**config.mk**
```make
export PLATFORM = sky130hd
export DESIGN_NAME = peer_connect_retry_fsm
export DESIGN_NICKNAME = d
export VERILOG_FILES = /design/src/rtl/pcr_pkg.sv /design/src/rtl/peer_connect_retry_fsm.sv
export SDC_FILE = /design/constraint.sdc
export NUM_CORES = 1
export LEC_CHECK = 0
export BUFFER_PORTS_ARGS = -buffer_cell sky130_fd_sc_hd__buf_2
export CORE_MARGIN = 5
export CORE_UTILIZATION = 58
export DETAILED_ROUTE_END_ITERATION = 7
export PLACE_DENSITY = 0.87
export RECOVER_POWER = 100
export SLEW_MARGIN = 40
export SYNTH_ARGS = -nofsm -noshare
export SYNTH_HDL_FRONTEND = slang
export SYNTH_SLANG_ARGS = --single-unit
```
**constraint.sdc**
```tcl
create_clock -name clock -period 7.54 [get_ports clock]
set_clock_uncertainty 0.1 [all_clocks]
set_input_delay 1.508 -clock clock [delete_from_list [all_inputs] [get_ports clock]]
set_output_delay 1.508 -clock clock [all_outputs]
set_load 0.05 [all_outputs]
```
**src/rtl/pcr_pkg.sv**
```systemverilog
`timescale 1ns / 1ps

package pcr_pkg;

   typedef enum logic [2:0] {
      ST_START   = 3'd0,
      ST_DIRECT  = 3'd1,
      ST_PROXY   = 3'd2,
      ST_RELAY   = 3'd3,
      ST_REVERSE = 3'd4,
      ST_FAILED  = 3'd5,
      ST_CONN    = 3'd6
   } conn_state_type;

   typedef enum logic [1:0] {
      NC_UNKNOWN  = 2'd0,
      NC_FORWARD  = 2'd1,
      NC_STABLE   = 2'd2,
      NC_FIREWALL = 2'd3
   } net_class_type;

   typedef enum logic [1:0] {
      ACT_WAIT   = 2'd0,
      ACT_DIRECT = 2'd1,
      ACT_PROXY  = 2'd2,
      ACT_RELAY  = 2'd3
   } action_type;

   localparam logic [1:0] PORT_NONE  = 2'd0;
   localparam logic [1:0] PORT_DHT   = 2'd1;
   localparam logic [1:0] PORT_PROXY = 2'd2;

   localparam logic [1:0] MODE_EXTERNAL = 2'd1;
   localparam logic [1:0] MODE_NAT      = 2'd2;
   localparam logic [1:0] NAT_RESTRICTED = 2'd1;
   localparam logic [1:0] NAT_FULL_CONE  = 2'd2;

   localparam logic FUNC_CONNECT = 1'b0;
   localparam logic FUNC_UPDATE  = 1'b1;
   localparam logic KIND_DIRECT  = 1'b0;

   localparam logic [2:0] UPD_CONNECTED    = 3'd1;
   localparam logic [2:0] UPD_DISCONNECTED = 3'd2;
   localparam logic [2:0] UPD_AUTH_DENIED  = 3'd3;
   localparam logic [2:0] UPD_FAILED       = 3'd4;
   localparam logic [2:0] UPD_MODE_UNAVAIL = 3'd5;

   localparam logic [2:0] CSR_FAILED_WAIT  = 3'd0;
   localparam logic [2:0] CSR_DIRECT_WAIT  = 3'd1;
   localparam logic [2:0] CSR_PROXY_WAIT   = 3'd2;
   localparam logic [2:0] CSR_RELAY_WAIT   = 3'd3;
   localparam logic [2:0] CSR_REVERSE_WAIT = 3'd4;
   localparam logic [2:0] CSR_MAX_ATTEMPTS = 3'd5;

   localparam logic [15:0] FAILED_WAIT_RST  = 16'd1800;
   localparam logic [15:0] DIRECT_WAIT_RST  = 16'd60;
   localparam logic [15:0] PROXY_WAIT_RST   = 16'd180;
   localparam logic [15:0] RELAY_WAIT_RST   = 16'd180;
   localparam logic [15:0] REVERSE_WAIT_RST = 16'd300;
   localparam logic [3:0]  MAX_ATTEMPTS_RST = 4'd3;

   localparam logic [3:0] COUNT_FULL = 4'hF;

   typedef struct packed {
      logic        func;
      logic        connect_kind;
      logic [1:0]  net_mode;
      logic [1:0]  nat_kind;
      logic [2:0]  update_code;
      logic [31:0] now_secs;
   } req_type;

   typedef struct packed {
      logic [1:0] action;
      logic [1:0] port_choice;
      logic       update_ok;
      logic [2:0] state_now;
   } rsp_type;

endpackage

```
**src/rtl/peer_connect_retry_fsm.sv**
```systemverilog
`timescale 1ns / 1ps

// Per-peer connection retry controller.
// req channel: one request per accepted req_valid/!req_stall, either a connect
// request (func 0) or an update event (func 1). rsp channel: exactly one
// result per request, in order, on rsp_valid/!rsp_stall.
// csr channel: register writes by index (0 failed wait, 1 direct wait,
// 2 proxy wait, 3 relay wait, 4 reverse wait, 5 max attempts); csr_ready is
// always high and writes take effect on the next request.
// The request is decoded against the held state, the wait interval check and
// the state update happen in the accepting cycle and the result lands in the
// output register. One request per cycle is sustained while the receiver does
// not stall; the output register is the only buffer.
// When the receiver stalls with a result held, req_stall is raised and the
// held result and state stay put until the result is taken; a request is
// still taken in the same cycle the held result leaves.
// Synchronous reset returns the machine to start, network class unknown,
// attempt time and count zero, all intervals to their defaults, and empties
// the output register.
module peer_connect_retry_fsm (
   input  logic            clock,
   input  logic            reset,
   input  logic            req_valid,
   output logic            req_stall,
   input  pcr_pkg::req_type req_data,
   output logic            rsp_valid,
   input  logic            rsp_stall,
   output pcr_pkg::rsp_type rsp_data,
   input  logic            csr_valid,
   output logic            csr_ready,
   input  logic [2:0]      csr_index,
   input  logic [15:0]     csr_wdata
);
   import pcr_pkg::*;

   logic [15:0] failed_wait_ff, direct_wait_ff, proxy_wait_ff;
   logic [15:0] relay_wait_ff, reverse_wait_ff;
   logic [3:0]  max_attempts_ff;

   conn_state_type conn_state_ff, conn_state_in;
   net_class_type  net_class_ff, net_class_in;
   logic [31:0]    attempt_time_ff, attempt_time_in;
   logic [3:0]     attempt_count_ff, attempt_count_in;

   logic    rsp_valid_ff;
   rsp_type rsp_ff, rsp_in;
   logic    req_accept;

   logic [31:0] elapsed;
   logic [15:0] wait_sel;
   logic        too_soon;
   logic        count_over;
   logic [1:0]  pmode;

   assign csr_ready  = 1'b1;
   assign req_stall  = rsp_valid_ff & rsp_stall;
   assign req_accept = req_valid & ~req_stall;
   assign rsp_valid  = rsp_valid_ff;
   assign rsp_data   = rsp_ff;

   always_ff @(posedge clock) begin
      if (reset) begin
         failed_wait_ff  <= FAILED_WAIT_RST;
         direct_wait_ff  <= DIRECT_WAIT_RST;
         proxy_wait_ff   <= PROXY_WAIT_RST;
         relay_wait_ff   <= RELAY_WAIT_RST;
         reverse_wait_ff <= REVERSE_WAIT_RST;
         max_attempts_ff <= MAX_ATTEMPTS_RST;
      end else if (csr_valid && csr_ready) begin
         unique case (csr_index)
            CSR_FAILED_WAIT:  failed_wait_ff  <= csr_wdata;
            CSR_DIRECT_WAIT:  direct_wait_ff  <= csr_wdata;
            CSR_PROXY_WAIT:   proxy_wait_ff   <= csr_wdata;
            CSR_RELAY_WAIT:   relay_wait_ff   <= csr_wdata;
            CSR_REVERSE_WAIT: reverse_wait_ff <= csr_wdata;
            CSR_MAX_ATTEMPTS: max_attempts_ff <= csr_wdata[3:0];
            default: ;
         endcase
      end
   end

   always_ff @(posedge clock) begin
      if (reset) begin
         conn_state_ff    <= ST_START;
         net_class_ff     <= NC_UNKNOWN;
         attempt_time_ff  <= '0;
         attempt_count_ff <= '0;
         rsp_valid_ff     <= 1'b0;
      end else begin
         if (req_accept) begin
            conn_state_ff    <= conn_state_in;
            net_class_ff     <= net_class_in;
            attempt_time_ff  <= attempt_time_in;
            attempt_count_ff <= attempt_count_in;
            rsp_valid_ff     <= 1'b1;
         end else if (!rsp_stall) begin
            rsp_valid_ff <= 1'b0;
         end
      end
   end

   always_ff @(posedge clock) begin
      if (req_accept) begin
         rsp_ff <= rsp_in;
      end
   end

   // one interval compare, the interval picked by state and request kind
   always_comb begin
      wait_sel = failed_wait_ff;
      if (req_data.connect_kind == KIND_DIRECT) begin
         if (conn_state_ff == ST_DIRECT) wait_sel = direct_wait_ff;
      end else begin
         unique case (conn_state_ff)
            ST_PROXY:   wait_sel = proxy_wait_ff;
            ST_RELAY:   wait_sel = relay_wait_ff;
            ST_REVERSE: wait_sel = reverse_wait_ff;
            default:    wait_sel = failed_wait_ff;
         endcase
      end
   end

   assign elapsed    = req_data.now_secs - attempt_time_ff;
   assign too_soon   = elapsed[31] | (elapsed < {16'd0, wait_sel});
   assign count_over = attempt_count_ff > max_attempts_ff;

   always_comb begin
      conn_state_type start_st;
      logic           go_begin;
      logic           go_retry;
      logic           fresh;

      start_st      = conn_state_ff;
      go_begin      = 1'b0;
      go_retry      = 1'b0;
      fresh         = 1'b0;
      conn_state_in = conn_state_ff;
      net_class_in  = net_class_ff;
      rsp_in        = '0;
      rsp_in.action      = ACT_WAIT;
      rsp_in.port_choice = PORT_NONE;

      if (req_data.net_mode == MODE_EXTERNAL) begin
         net_class_in = NC_FORWARD;
      end else if (req_data.net_mode == MODE_NAT) begin
         net_class_in = (req_data.nat_kind == NAT_RESTRICTED ||
                         req_data.nat_kind == NAT_FULL_CONE) ? NC_STABLE : NC_FIREWALL;
      end else begin
         net_class_in = NC_UNKNOWN;
      end
      pmode = (net_class_in == NC_FORWARD) ? PORT_DHT : PORT_PROXY;

      if (req_data.func == FUNC_CONNECT) begin
         if (req_data.connect_kind == KIND_DIRECT) begin
            unique case (conn_state_ff)
               ST_CONN: ;
               ST_DIRECT: begin
                  if (!too_soon) begin
                     if (count_over) begin
                        go_begin = 1'b1;
                        start_st = ST_FAILED;
                     end else begin
                        go_retry = 1'b1;
                        rsp_in.action      = ACT_DIRECT;
                        rsp_in.port_choice = PORT_DHT;
                     end
                  end
               end
               ST_FAILED: fresh = !too_soon;
               default:   fresh = 1'b1;
            endcase
            if (fresh) begin
               go_begin = 1'b1;
               start_st = ST_DIRECT;
               rsp_in.action      = ACT_DIRECT;
               rsp_in.port_choice = PORT_DHT;
            end
         end else begin
            unique case (conn_state_ff)
               ST_CONN: ;
               ST_PROXY: begin
                  if (!too_soon) begin
                     if (count_over) begin
                        go_begin = 1'b1;
                        start_st = ST_RELAY;
                        rsp_in.action      = ACT_RELAY;
                        rsp_in.port_choice = PORT_DHT;
                     end else begin
                        go_retry = 1'b1;
                        rsp_in.action      = ACT_PROXY;
                        rsp_in.port_choice = pmode;
                     end
                  end
               end
               ST_REVERSE: begin
                  if (!too_soon) begin
                     go_begin = 1'b1;
                     start_st = ST_RELAY;
                     rsp_in.action      = ACT_RELAY;
                     rsp_in.port_choice = PORT_DHT;
                  end
               end
               ST_RELAY: begin
                  if (!too_soon) begin
                     if (count_over) begin
                        go_begin = 1'b1;
                        start_st = ST_FAILED;
                     end else begin
                        go_retry = 1'b1;
                        rsp_in.action      = ACT_RELAY;
                        rsp_in.port_choice = PORT_DHT;
                     end
                  end
               end
               ST_FAILED: fresh = !too_soon;
               default:   fresh = 1'b1;
            endcase
            if (fresh) begin
               go_begin = 1'b1;
               if (net_class_in != NC_FIREWALL) begin
                  start_st = ST_PROXY;
                  rsp_in.action      = ACT_PROXY;
                  rsp_in.port_choice = pmode;
               end else begin
                  start_st = ST_RELAY;
                  rsp_in.action      = ACT_RELAY;
                  rsp_in.port_choice = PORT_DHT;
               end
            end
         end
         if (go_begin) conn_state_in = start_st;
      end else begin
         // update event: network class untouched
         net_class_in = net_class_ff;
         priority if (req_data.update_code == UPD_CONNECTED) begin
            conn_state_in = ST_CONN;
         end else if (req_data.update_code == UPD_DISCONNECTED) begin
            if (conn_state_ff == ST_CONN) begin
               conn_state_in    = ST_START;
               rsp_in.update_ok = 1'b1;
            end
         end else if (conn_state_ff == ST_DIRECT || conn_state_ff == ST_PROXY ||
                      conn_state_ff == ST_RELAY) begin
            unique case (req_data.update_code)
               UPD_AUTH_DENIED: begin
                  conn_state_in    = ST_FAILED;
                  rsp_in.update_ok = 1'b1;
               end
               UPD_FAILED: rsp_in.update_ok = 1'b1;
               UPD_MODE_UNAVAIL: begin
                  if (conn_state_ff == ST_PROXY) begin
                     conn_state_in = (net_class_ff == NC_FORWARD) ? ST_REVERSE : ST_RELAY;
                     rsp_in.update_ok = 1'b1;
                  end else begin
                     conn_state_in    = ST_FAILED;
                     rsp_in.update_ok = (conn_state_ff == ST_DIRECT);
                  end
               end
               default: ;
            endcase
         end else begin
            rsp_in.update_ok = 1'b0;
         end
      end

      attempt_time_in  = attempt_time_ff;
      attempt_count_in = attempt_count_ff;
      if (go_begin) begin
         attempt_time_in  = req_data.now_secs;
         attempt_count_in = '0;
      end else if (go_retry) begin
         attempt_time_in = req_data.now_secs;
         if (attempt_count_ff != COUNT_FULL) attempt_count_in = attempt_count_ff + 4'd1;
      end

      rsp_in.state_now = conn_state_in;
   end

   a_rsp_after_req: assert property (@(posedge clock) disable iff (reset)
      req_accept |=> rsp_valid_ff)
      else $error("accepted request gave no result");

   a_state_echo: assert property (@(posedge clock) disable iff (reset)
      req_accept |=> rsp_ff.state_now == conn_state_ff)
      else $error("reported state differs from held state");

   a_update_no_action: assert property (@(posedge clock) disable iff (reset)
      req_accept && req_data.func == FUNC_UPDATE |=>
         rsp_ff.action == ACT_WAIT && rsp_ff.port_choice == PORT_NONE)
      else $error("update event produced a connect action");

   a_wait_no_port: assert property (@(posedge clock) disable iff (reset)
      rsp_valid_ff && rsp_ff.action == ACT_WAIT |-> rsp_ff.port_choice == PORT_NONE)
      else $error("port chosen while waiting");

   a_count_hold: assert property (@(posedge clock) disable iff (reset)
      !req_accept |=> $stable(attempt_count_ff) && $stable(attempt_time_ff))
      else $error("attempt record changed without a request");

endmodule
```
=== Word level (Yosys, flattened, before mapping) ===
Cells that the tools add are included.
W data, S select, Z words.

* Output and inout bits: 11
* Flip-flop bits (word level): 134
* Bits of input ports: 65

* Bitwise gates (word level): 5
* Equal/unequal tests: 25
* Add/sub/neg operators: 2
* Muxes and demuxes: 74
* Reductions and logical operators: 21
* $lt $le $gt $ge: 2

{| class="wikitable"
|+ Operators by type and width
! cell !! count
|-
| $mux W3 || 22
|-
| $mux W32 || 2
|-
| $pmux W16 S3 || 1
|-
| $mux W4 || 10
|-
| $lt A32 B16 Y1 || 1
|-
| $mux W16 || 2
|-
| $sub A32 B32 Y32 || 1
|-
| $mux W1 || 27
|-
| $eq A3 B3 Y1 const B || 7
|-
| $eq A3 B2 Y1 const B || 6
|-
| $reduce_and A2 Y1 || 8
|-
| $pmux W4 S3 || 1
|-
| $eq A3 B1 Y1 const B || 3
|-
| $pmux W3 S3 || 1
|-
| $eq A2 B1 Y1 const B || 4
|-
| $pmux W1 S2 || 4
|-
| $reduce_or A2 Y1 || 4
|-
| $mux W2 || 3
|-
| $pmux W3 S2 || 1
|-
| $add A4 B1 Y4 const B || 1
|-
| $eq A2 B2 Y1 const B || 2
|-
| $gt A4 B4 Y1 || 1
|-
| $ne A4 B4 Y1 const B || 1
|-
| $reduce_bool A2 Y1 || 2
|-
| other kinds (10) || 14
|}

=== Depth between registers and ports, before layout ===
* Word-level depth: 15
* Gate-level depth with buffers: 24
* Gate-level depth less buffers: 23

=== Least setup slack after synthesis ===
Ideal clock, no wire load.

* Kind: input to register
* Start: input req_data[0] in the netlist's numbering
* End: register rsp_ff, in the netlist rsp_data[1] (data pin)
* Stages on the path: 23
* Arrival: 5,671 ps
* Path slack: 1,504 ps
* Path buffers: 1
* Data required time: 7,175 ps
* Cell sequence: inv_1 -> ha_1 -> fa_1 -> nand2b_1 -> a21o_1 -> a211oi_1 -> o311ai_1 -> o21bai_1 -> xor2_1 -> ha_1 -> a21o_1 -> a22oi_1 -> o221ai_1 -> nor4_1 -> o2111a_1 -> nand4_1 -> nor4_4 -> a21oi_4 -> buf_6 -> nor2_2 -> o21ai_0 -> a221oi_2 -> a21oi_1

* Longest elaborated chain between the ends: 12

{| class="wikitable"
|+ RTL lines
! what !! RTL line !! text
|-
| start: declaration || peer_connect_retry_fsm.sv:25 || <nowiki>input pcr_pkg::req_type req_data,</nowiki>
|-
| $sub A32 B32 Y32 (*) || peer_connect_retry_fsm.sv:123 || <nowiki>assign elapsed = req_data.now_secs - attempt_time_ff;</nowiki>
|-
| $lt A32 B16 Y1 || peer_connect_retry_fsm.sv:124 || <nowiki>assign too_soon = elapsed[31] | (elapsed < {16'd0, wait_sel});</nowiki>
|-
| $or A1 B1 Y1 (*) || peer_connect_retry_fsm.sv:124 ||
|-
| $logic_not A1 Y1 || peer_connect_retry_fsm.sv:169, peer_connect_retry_fsm.sv:215 ||
|-
| $pmux W1 S2, on equally long branches || peer_connect_retry_fsm.sv:155, peer_connect_retry_fsm.sv:179 ||
|-
| $mux W1 || peer_connect_retry_fsm.sv:154 || <nowiki>if (req_data.connect_kind == KIND_DIRECT) begin</nowiki>
|-
| $mux W1 || peer_connect_retry_fsm.sv:153 || <nowiki>if (req_data.func == FUNC_CONNECT) begin</nowiki>
|-
| $mux W1, on equally long branches || peer_connect_retry_fsm.sv:172, peer_connect_retry_fsm.sv:218 ||
|-
| $mux W1 || peer_connect_retry_fsm.sv:154 ||
|-
| $mux W1 || peer_connect_retry_fsm.sv:153 ||
|-
| $mux W3 (*) || peer_connect_retry_fsm.sv:231 || <nowiki>if (go_begin) conn_state_in = start_st;</nowiki>
|-
| $mux W3 (*) || peer_connect_retry_fsm.sv:153 ||
|-
| via conn_state_in[1] || peer_connect_retry_fsm.sv:40 || <nowiki>conn_state_type conn_state_ff, conn_state_in;</nowiki>
|-
| end signal: assignment || peer_connect_retry_fsm.sv:104 || <nowiki>rsp_ff <= rsp_in;</nowiki>
|-
| end: declaration || peer_connect_retry_fsm.sv:46 || <nowiki>rsp_type rsp_ff, rsp_in;</nowiki>
|}

Mark *: on every way through the listed nets, which the timed path passes. The rest lies on a longest branch. The select of a mux whose other input is x is not followed.
A chain may end at the register's enable or synchronous reset.

=== Worst setup path in the final report ===
Ends and elaborated chain as after synthesis.

==> results.sh <==
export IMPL_grt_pass1_wl_mm=37.57
export IMPL_postRouteWirelength_mm=22.75
export IMPL_antenna_found_initial=0
export IMPL_seq_area_frac_synth_pct=33.03
export IMPL_power_share_clock_pct=38.6
export IMPL_tns_ps=0
export IMPL_min_period_over_period_pct=88.64
export IMPL_drtAntennaViolNets=0
export IMPL_antennaDiodeCount=0
export IMPL_final_max_slew_viol_count=0
export IMPL_avgViaCountPerCell=6.193
export IMPL_htree_levels=4
export IMPL_layout_nets=1280
export IMPL_r2r_cells=19
export IMPL_switching_share_pct=33.35
export IMPL_finalCriticalPeriod_ps=6683
export IMPL_grt_overflow=0
export IMPL_remaining_drc_errors=0
export IMPL_final_hold_viol_count=0
export IMPL_finalSetupViolCount=0
export IMPL_cp_slowest_stage_delay_ps=450
export IMPL_slew_headroom_pct=20.63
export IMPL_worstReg2RegStart="conn_state_ff[1]$_SDFFE_PP0P_"
export IMPL_die_h_um=130.1
export IMPL_start_util_pct=59.79
export IMPL_status="finished, final reports clean"
export IMPL_portBuffers=74
export IMPL_cp_cell_sequence="buf_2 > inv_1 > ha_1 > fa_1 > nand2b_1 > a21o_1 > a211oi_1 > o311ai_1 > o21bai_1 > xor2_1 > ha_1 > a21o_1 > a22oi_1 > o221ai_1 > nor4_1 > o2111a_1 > nand4_1 > nor4_1 > a21oi_1 > nor2_2 > o21ai_0 > a221oi_2 > a21oi_1"
export IMPL_gp_congestion=0.9388
export IMPL_cts_clk_slew_worst_paths_ps=60
export IMPL_reg2reg_to="rsp_data[1]$_DFFE_PP_"
export IMPL_crit_fanout=14
export IMPL_yosysTopAreaCell="dfxtp_1"
export IMPL_max_slew_worst_pin_slew_ps=1191
export IMPL_required_ps=7610
export IMPL_pwr_share_seq_pct=37.4
export IMPL_synth_edf_count=8
export IMPL_placed_cell_area_um2=8722
export IMPL_crit_arrival_ps=6750
export IMPL_core_area_um2=13990
export IMPL_drt_iter0_drc=1058
export IMPL_cp_startpoint="req_data[0]"
export IMPL_crit_path_end="rsp_data[1]$_DFFE_PP_"
export IMPL_ctsResizeCount=0
export IMPL_p_comb_share_pct=24.0
export IMPL_cap_violations=0
export IMPL_switchingPower_mw=0.6808
export IMPL_yosysTopAreaCellShare_pct=30.16
export IMPL_dp_hpwl_mm=16.11
export IMPL_synth_warnings=0
export IMPL_cts_root_buf="clkbuf_16"
export IMPL_pre_cts_ws_ps=783.8
export IMPL_ys_async_sr_fraction_pct=0
export IMPL_grtUsageTotal_pct=27.28
export IMPL_critPathSlowestCell="nor4_1"
export IMPL_avgSynthCellArea_um2=7.401
export IMPL_synth_area_leaders="dfxtp_1 (30%), nand2_1 (14%), a21oi_1 (9.0%)"
export IMPL_synth_area_um2=8363
export IMPL_leakage_nw=3.494
export IMPL_clock_sinks=134
export IMPL_first_pass_iters=5
export IMPL_std_cell_rows=43
export IMPL_setup_ws_ps=856.5
export IMPL_synth_nets=1247
export IMPL_cts_buffers=17
export IMPL_wl_per_cell_um=16.79
export IMPL_irDropWorstVdd_uv=177.5
export IMPL_rsz0062_at_grt="false"
export IMPL_intPower_mw=1.361
export IMPL_grt_pass1_vias=7903
export IMPL_timing_hold_ws_ps=353.8
export IMPL_num_vias=8391
export IMPL_hp_class="reg -> reg"
export IMPL_final_area_um2=9228
export IMPL_ys_ff_latch=134
export IMPL_critical_path_class="in -> reg"
export IMPL_cts_setup_buffers=0
export IMPL_cts_tree="done"
export IMPL_crit_buf_inv=2
export IMPL_synthDistinctLibCells=77
export IMPL_grt_start_max_net_pins=105
export IMPL_cpLargestDelayFamily="compound AO/OA/AOI/OAI gates"
export IMPL_die_area_um2=16920
export IMPL_cts_hold_buffers=0
export IMPL_dieWidth_um=130.1
export IMPL_cp_start_kind="primary input"
export IMPL_pwr_density_cell_nw_per_um2=221.2
export IMPL_layout_drive_gt1_share_pct=9.957
export IMPL_syn_to_final_growth_pct=10.34
export IMPL_reg2reg_slack_ps=1390
export IMPL_critPathCaptureType="flip-flop"
export IMPL_path_depth=23
export IMPL_clk_latency_ps=430
export IMPL_max_freq_mhz=149.6
export IMPL_io_pin_count=76
export IMPL_cts_buffer_depth=2
export IMPL_syn_inst=1130
export IMPL_ys_flop_type="dfxtp_1"
worst min-delay path, stage by stage, from the launching register on:
cell and delay, ps:
dfxtp_1 310, nand2_1 50, a21oi_1 50
stage by stage:
stage	util, %	total power [mW]	instances
5_1_grt	65.97	2.133	1355
4_1_cts	66.31	2.040	1355
3_3_place_gp	62.24	1.245	1324
3_5_place_dp	62.35	1.258	1324
6_report	65.97	2.041	1355
2_1_floorplan	-	1.136	1130
synth_stat cells, drive strengths merged, types with 7 or more instances:
| library cell | n |
|---|---|
| nand2 | 307 |
| a21oi | 152 |
| dfxtp | 126 |
| ha | 51 |
| nor2 | 49 |
| inv | 48 |
| clkbuf | 44 |
| o21ai | 38 |
| nand3 | 37 |
| o221ai | 21 |
| buf | 19 |
| nand2b | 18 |
| o22ai | 18 |
| o22a | 15 |
| xnor2 | 14 |
| nand4 | 13 |
| a31oi | 12 |
| nor2b | 11 |
| a211oi | 8 |
| a21o | 8 |
| edfxtp | 8 |
| nor3 | 8 |
| xor2 | 8 |
| mux2i | 7 |
| o211ai | 7 |
| o21a | 7 |
layer usage:
layer | share of wire, % | vias to the layer above | global-route usage (%)
met4 | 2.1 | 0 | 9.780
met3 | 7.5 | 54 | 5.321
met1 | 43 | 3917 | 36.09
li1 | - | 4051 | -
met5 | 0 | - | 0
met2 | 47 | 369 | 44.48
cells by family after synthesis:
family	synth area share [%]
buffers and inverters	5.476
other	0.04484
XOR/XNOR	2.304
AO/OA/AOI/OAI	24.85
adder cells (fa/ha/maj)	7.870
AND/OR/NAND/NOR	25.00
flip-flops	33.03
multiplexers	1.421
sequential cells by signal, summed over array words and instances, names as in the netlist:
register and flops:
failed_wait_ff 16, reverse_wait_ff 16, attempt_time_ff 32, rsp_data 8, rsp_valid 1, attempt_count_ff 4
proxy_wait_ff 16, conn_state_ff 3, direct_wait_ff 16, relay_wait_ff 16, max_attempts_ff 4, net_class_ff 2
final cells by class:
type	instances	area (um^2)
clock buffers	18	439.2
clock inverters	13	113.9
fillers	1247	4761
inverters	48	180.2
multi-input cells	885	5126
flip-flops and latches	134	2763
well taps	180	225.2
repair buffers	77	380.4
worst min-delay path by stage:
stage | start | end | slack (ps) | cells past startpoint
after global routing | attempt_time_ff[12]$_SDFFE_PP0P_ | attempt_time_ff[12]$_SDFFE_PP0P_ | 370 | 2
after CTS | relay_wait_ff[0]$_SDFFE_PP0P_ | relay_wait_ff[0]$_SDFFE_PP0P_ | 350 | 2
after floorplan | relay_wait_ff[0]$_SDFFE_PP0P_ | relay_wait_ff[0]$_SDFFE_PP0P_ | 330 | 2
after global placement | relay_wait_ff[0]$_SDFFE_PP0P_ | relay_wait_ff[0]$_SDFFE_PP0P_ | 340 | 2
final | attempt_time_ff[30]$_SDFFE_PP0P_ | attempt_time_ff[30]$_SDFFE_PP0P_ | 350 | 2
after detailed placement | relay_wait_ff[0]$_SDFFE_PP0P_ | relay_wait_ff[0]$_SDFFE_PP0P_ | 350 | 2
layout by cell type (no fill, tap or decap), types with 18 or more instances in the layout:
master / count
nor2_1: 48
nand3_1: 37
a21oi_1: 151
inv_1: 46
nand2_1: 307
o21ai_0: 28
nand2b_1: 18
dfxtp_1: 126
buf_2: 60
ha_1: 51
o221ai_1: 21
o22ai_1: 18
power groups by stage:
stage | sequential [mW] | clock [mW] | combinational (mW)
after floorplan | 0.785 | 0 | 0.351
after global placement | 0.777 | 0 | 0.468
after detailed placement | 0.778 | 0 | 0.480
after CTS | 0.763 | 0.791 | 0.486
after global routing | 0.766 | 0.827 | 0.539
final | 0.763 | 0.788 | 0.490
Power figures use the tool's default switching activity.
